**config.mk**
```make
export PLATFORM = sky130hd
export DESIGN_NAME = ssr_ram
export DESIGN_NICKNAME = d
export VERILOG_FILES = /design/src/rtl/core/subset_sum_reachability_unit_assert.svh /design/src/rtl/core/ssr_ram.sv
export SDC_FILE = /design/constraint.sdc
export NUM_CORES = 2
export LEC_CHECK = 0
export BUFFER_PORTS_ARGS = -buffer_cell sky130_fd_sc_hd__buf_4
export CORE_UTILIZATION = 56
export DETAILED_ROUTE_END_ITERATION = 16
export HOLD_SLACK_MARGIN = 0.1
export PLACE_DENSITY = 0.72
export RECOVER_POWER = 50
export SYNTH_ARGS = -nofsm -noshare
export SYNTH_HDL_FRONTEND = slang
export SYNTH_SLANG_ARGS = --single-unit
```
**constraint.sdc**
```tcl
create_clock -name i_clk -period 7.1 [get_ports i_clk]
set_input_delay 0.71 -clock i_clk [delete_from_list [all_inputs] [get_ports i_clk]]
set_output_delay 0.71 -clock i_clk [all_outputs]
set_load 0.02 [all_outputs]
```
**src/rtl/core/subset_sum_reachability_unit_assert.svh**
```systemverilog
// Assertion macros shared by the subset-sum reachability RTL
`ifndef SUBSET_SUM_REACHABILITY_UNIT_ASSERT_SVH
`define SUBSET_SUM_REACHABILITY_UNIT_ASSERT_SVH

// Same-cycle implication, checked out of reset
`define SSR_ASSERT_NOW(label, clk, rst_n, ante, cons, msg) \
    label: assert property (@(posedge clk) disable iff (!(rst_n)) (ante) |-> (cons)) \
        else $error(msg);

// Next-cycle implication, checked out of reset
`define SSR_ASSERT_NEXT(label, clk, rst_n, ante, cons, msg) \
    label: assert property (@(posedge clk) disable iff (!(rst_n)) (ante) |=> (cons)) \
        else $error(msg);

`endif

```
**src/rtl/core/ssr_ram.sv**
```systemverilog
// Generic RAM: one write port, two registered read ports
module ssr_ram #(
    parameter int WIDTH = 64,
    parameter int DEPTH = 64
) (
    input  logic                                         i_clk,
    input  logic                                         i_we,
    input  logic [((DEPTH > 1) ? $clog2(DEPTH) : 1)-1:0] i_waddr,
    input  logic [WIDTH-1:0]                             i_wdata,
    input  logic [((DEPTH > 1) ? $clog2(DEPTH) : 1)-1:0] i_raddr_a,
    output logic [WIDTH-1:0]                             o_rdata_a,
    input  logic [((DEPTH > 1) ? $clog2(DEPTH) : 1)-1:0] i_raddr_b,
    output logic [WIDTH-1:0]                             o_rdata_b
);
    logic [WIDTH-1:0] r_mem [DEPTH];

    always_ff @(posedge i_clk) begin
        if (i_we) begin
            r_mem[i_waddr] <= i_wdata;
        end
        o_rdata_a <= r_mem[i_raddr_a];
        o_rdata_b <= r_mem[i_raddr_b];
    end
endmodule
```
==> summary.md <==
| Metric | Value |
|---|---|
| Post-CTS Hold Buffers | `0` |
| Max_slew headroom | `-228%` |
| H-tree depth | `5` |
| Synth Instances | `8841` |
| Final cell count without fillers | `13900` |
| Fraction of layout cells with a size suffix above 1 | `34.5%` |
| Placer Congestion | `0.892` |
| Via density | `8.13` |
| Least-Margin Pin Slew | `4.92 ns` |
| Setup crit end kind | `flop` |
| Post-synth cell types | `42` |
| CP max-delay cell | `clkbuf_1` |
| Crit path cell chain | `clkbuf_1 > nor2b_1 > nand2_1 > nor2_4 > clkbuf_1` |
| Most frequent cells in the layout | `edfxtp_1 (4096), mux4_2 (2016), o22ai_1 (533)` |
| Slew Limit Fails | `4390` |
| Finished Cell Area | `0.209 sq mm` |
| Min-delay worst type | `input pin to flop` |
| Max Root-Sink Buffers | `4` |
| DIE AREA | `0.338 sq mm` |
| Endpoints failing hold | `0` |
| Initial core utilization | `56.3%` |
| TritonCTS Sinks | `4224` |
| Cells resized by post-CTS repair | `0` |
| Number of synthesized flops with an enable pin | `4096` |
| P per Cell Area | `265 mW/mm^2` |
| Core area | `0.334 sq mm` |
| Final nets | `9128` |
| Syn_area_per_cell | `21.2 sq um` |
| Cell mode on critical path | `clkbuf_1` |
| Crit path DAT | `5.51 ns` |
| Cell Rows | `212` |
| Clk_skew | `0.0438 ns` |
| Largest net degree at the start of global routing | `114` |
| CTS tree | `yes` |
| IO buf count | `211` |
| DPL Wire Length | `366000 um` |
| Fin crit period | `5.05 ns` |
| Routed Antenna Nets | `0` |
| DRT Pass-1 Iters | `10` |
| IO Count | `212` |
| Crit Path Max Fanout | `33` |
| Multi-input gate area | `0.0591 sq mm` |
| Clk_lat worst skew | `1.01 ns` |
| Tcrit/Tclk final | `71.1%` |
| Gr ovfl total | `0` |
| Drc violations | `0` |
| First-pass GRT wire length | `888000 um` |
| Post-Route WL | `649000 um` |
| CTS buffer count | `428` |
| Post-Syn Area | `0.188 sq mm` |
| Failing checks | `max-capacitance violations, max-slew violations` |
| Total track usage | `38.4%` |
| Ys flop type | `edfxtp_1` |
| Startpoint Class | `input pin` |
| Die Wd | `581 um` |
| Clock Pin Slew Worst Setup and Hold Paths | `0.06 ns` |
| Number of global-route vias before repair | `111000` |
| Postcts setup bufs | `0` |
| Post-DR wirelength/cell | `46.9 um` |
| Peak Freq | `198 MHz` |
| Antenna violations before repair | `64` |
| FF+latch count, synth | `4224` |
| Worst vdd ir | `0.271 mV` |
| # Max-Cap Violations | `73` |
| Setup TNS | `0 ns` |
| FF+latch area | `0.126 sq mm` |
| Finish-stage setup viols | `0` |
| Initial drt markers | `20800` |
| Placed inst area | `0.195 sq mm` |
| Fill cells | `22300` |
| Synth async-reset ratio | `0%` |
| Root cell of the clock tree | `clkbuf_16` |
| Syn Nets | `8925` |
| Commonest non-fill, non-tap cell in the layout | `edfxtp_1` |
| Vias | `113000` |
| CP peak stage delay | `3.44 ns` |
| Leak | `64.3 nW` |
| Post-synthesis sequential area ratio | `66.9%` |
| Die Y | `581 um` |
| Syn. warnings | `0` |
| Status | `complete, but fails checks` |
| Placed cell count | `13000` |
| Worst path required time | `7.56 ns` |
| RSZ-0062 raised after global routing | `no` |
| WS Path Type | `input pin to flop` |
| Synth-to-layout area growth | `11.2%` |
-- metal layers --
layer | wire [um] | vias to the layer above | track usage [%]
li1 | - | 40100 | -
met5 | 280 | - | 0.0709
met4 | 49200 | 42 | 24.1
met2 | 288000 | 11200 | 55.9
met3 | 103000 | 2270 | 12.4
met1 | 209000 | 59000 | 50.4
-- sequential cells by signal (all words and copies together), names as in the netlist --
| name | cells |
|---|---|
| r_mem | 4096 |
| o_rdata_a | 64 |
| o_rdata_b | 64 |
-- final cells by class --
type | count | area share, %
sequential | 4224 | 60.1
multi-input combinational | 3874 | 28.3
clock buffer | 553 | 5.55
tap | 4387 | 2.63
timing repair buffer | 515 | 2.10
clock inverter | 247 | 1.23
antenna | 52 | 0.0623
inverter | 1 | 0.00300
-- worst paths after layout --
path                            from                 endpoint  slack (ns)  cells past startpoint
max                       i_waddr[2]  r_mem[28][44]$_DFFE_PP_        2.05                      5
min reg2reg  r_mem[46][22]$_DFFE_PP_    o_rdata_b[22]$_DFF_P_        0.85                      4
max reg2reg  r_mem[37][18]$_DFFE_PP_    o_rdata_a[18]$_DFF_P_        4.79                      5
min                     i_raddr_b[5]    o_rdata_b[59]$_DFF_P_        0.34                      2
-- cell families (layout without fill, tap and decap cells) --
logic type | Yosys count | count (layout) | synth area share [%]
DFF | 4224 | 4224 | 66.9
muxes | 2209 | 2209 | 25.2
AOI/OAI and AO/OA | 1247 | 1247 | 4.80
buffers and inverters | 743 | 1316 | 2.05
and+or+nand+nor | 418 | 418 | 1.08
other | 0 | 52 | 0
-- stage by stage --
step / hold slack, ns / utilization [%] / power [mW] / setup slack, ns
after floorplan: 0.776 / - / 30.9 / 0.980
after global routing: 0.306 / 62.5 / 56.4 / 2.28
after CTS: 0.173 / 62.6 / 55.3 / 3.36
final: 0.341 / 62.6 / 55.4 / 2.05
after global placement: 0.861 / 58.4 / 32.7 / 2.40
after detailed placement: 0.853 / 58.4 / 32.8 / 2.36
-- worst max-delay path: cells and delay by family --
kind	cells	cell delay (ns)
buffers and inverters	2	3.77
and+or+nand+nor	3	0.92
-- cells in the mapped netlist (18+ instances only) --
cell | count | share of area (%)
a211oi_1 | 79 | 0.32
a21oi_1 | 128 | 0.34
a221oi_1 | 134 | 0.62
a221oi_2 | 19 | 0.15
a22o_1 | 136 | 0.63
a22oi_1 | 37 | 0.15
buf_1 | 33 | 0.066
buf_2 | 242 | 0.64
buf_4 | 140 | 0.56
buf_6 | 30 | 0.18
clkbuf_1 | 296 | 0.59
dfxtp_1 | 128 | 1.4
edfxtp_1 | 4096 | 65
mux2i_1 | 177 | 0.94
mux4_2 | 2016 | 24
nand2_1 | 39 | 0.078
nand2b_1 | 18 | 0.060
nand3_1 | 18 | 0.048
nor2_1 | 164 | 0.33
nor2b_1 | 30 | 0.10
nor3_1 | 63 | 0.17
nor4_1 | 55 | 0.18
o221ai_1 | 73 | 0.34
o22a_1 | 51 | 0.24
o22ai_1 | 533 | 1.8
-- power by group --
group          total, mW  leakage (nW)  switching [mW]  internal (mW)
combinational       4.43          19.5            2.74           1.69
sequential          28.0          37.9           0.321           27.7
clock               22.9          6.91            9.88           13.1
total               55.4          64.3            12.9           42.4
No activity file was read; power rests on OpenSTA's default activity.
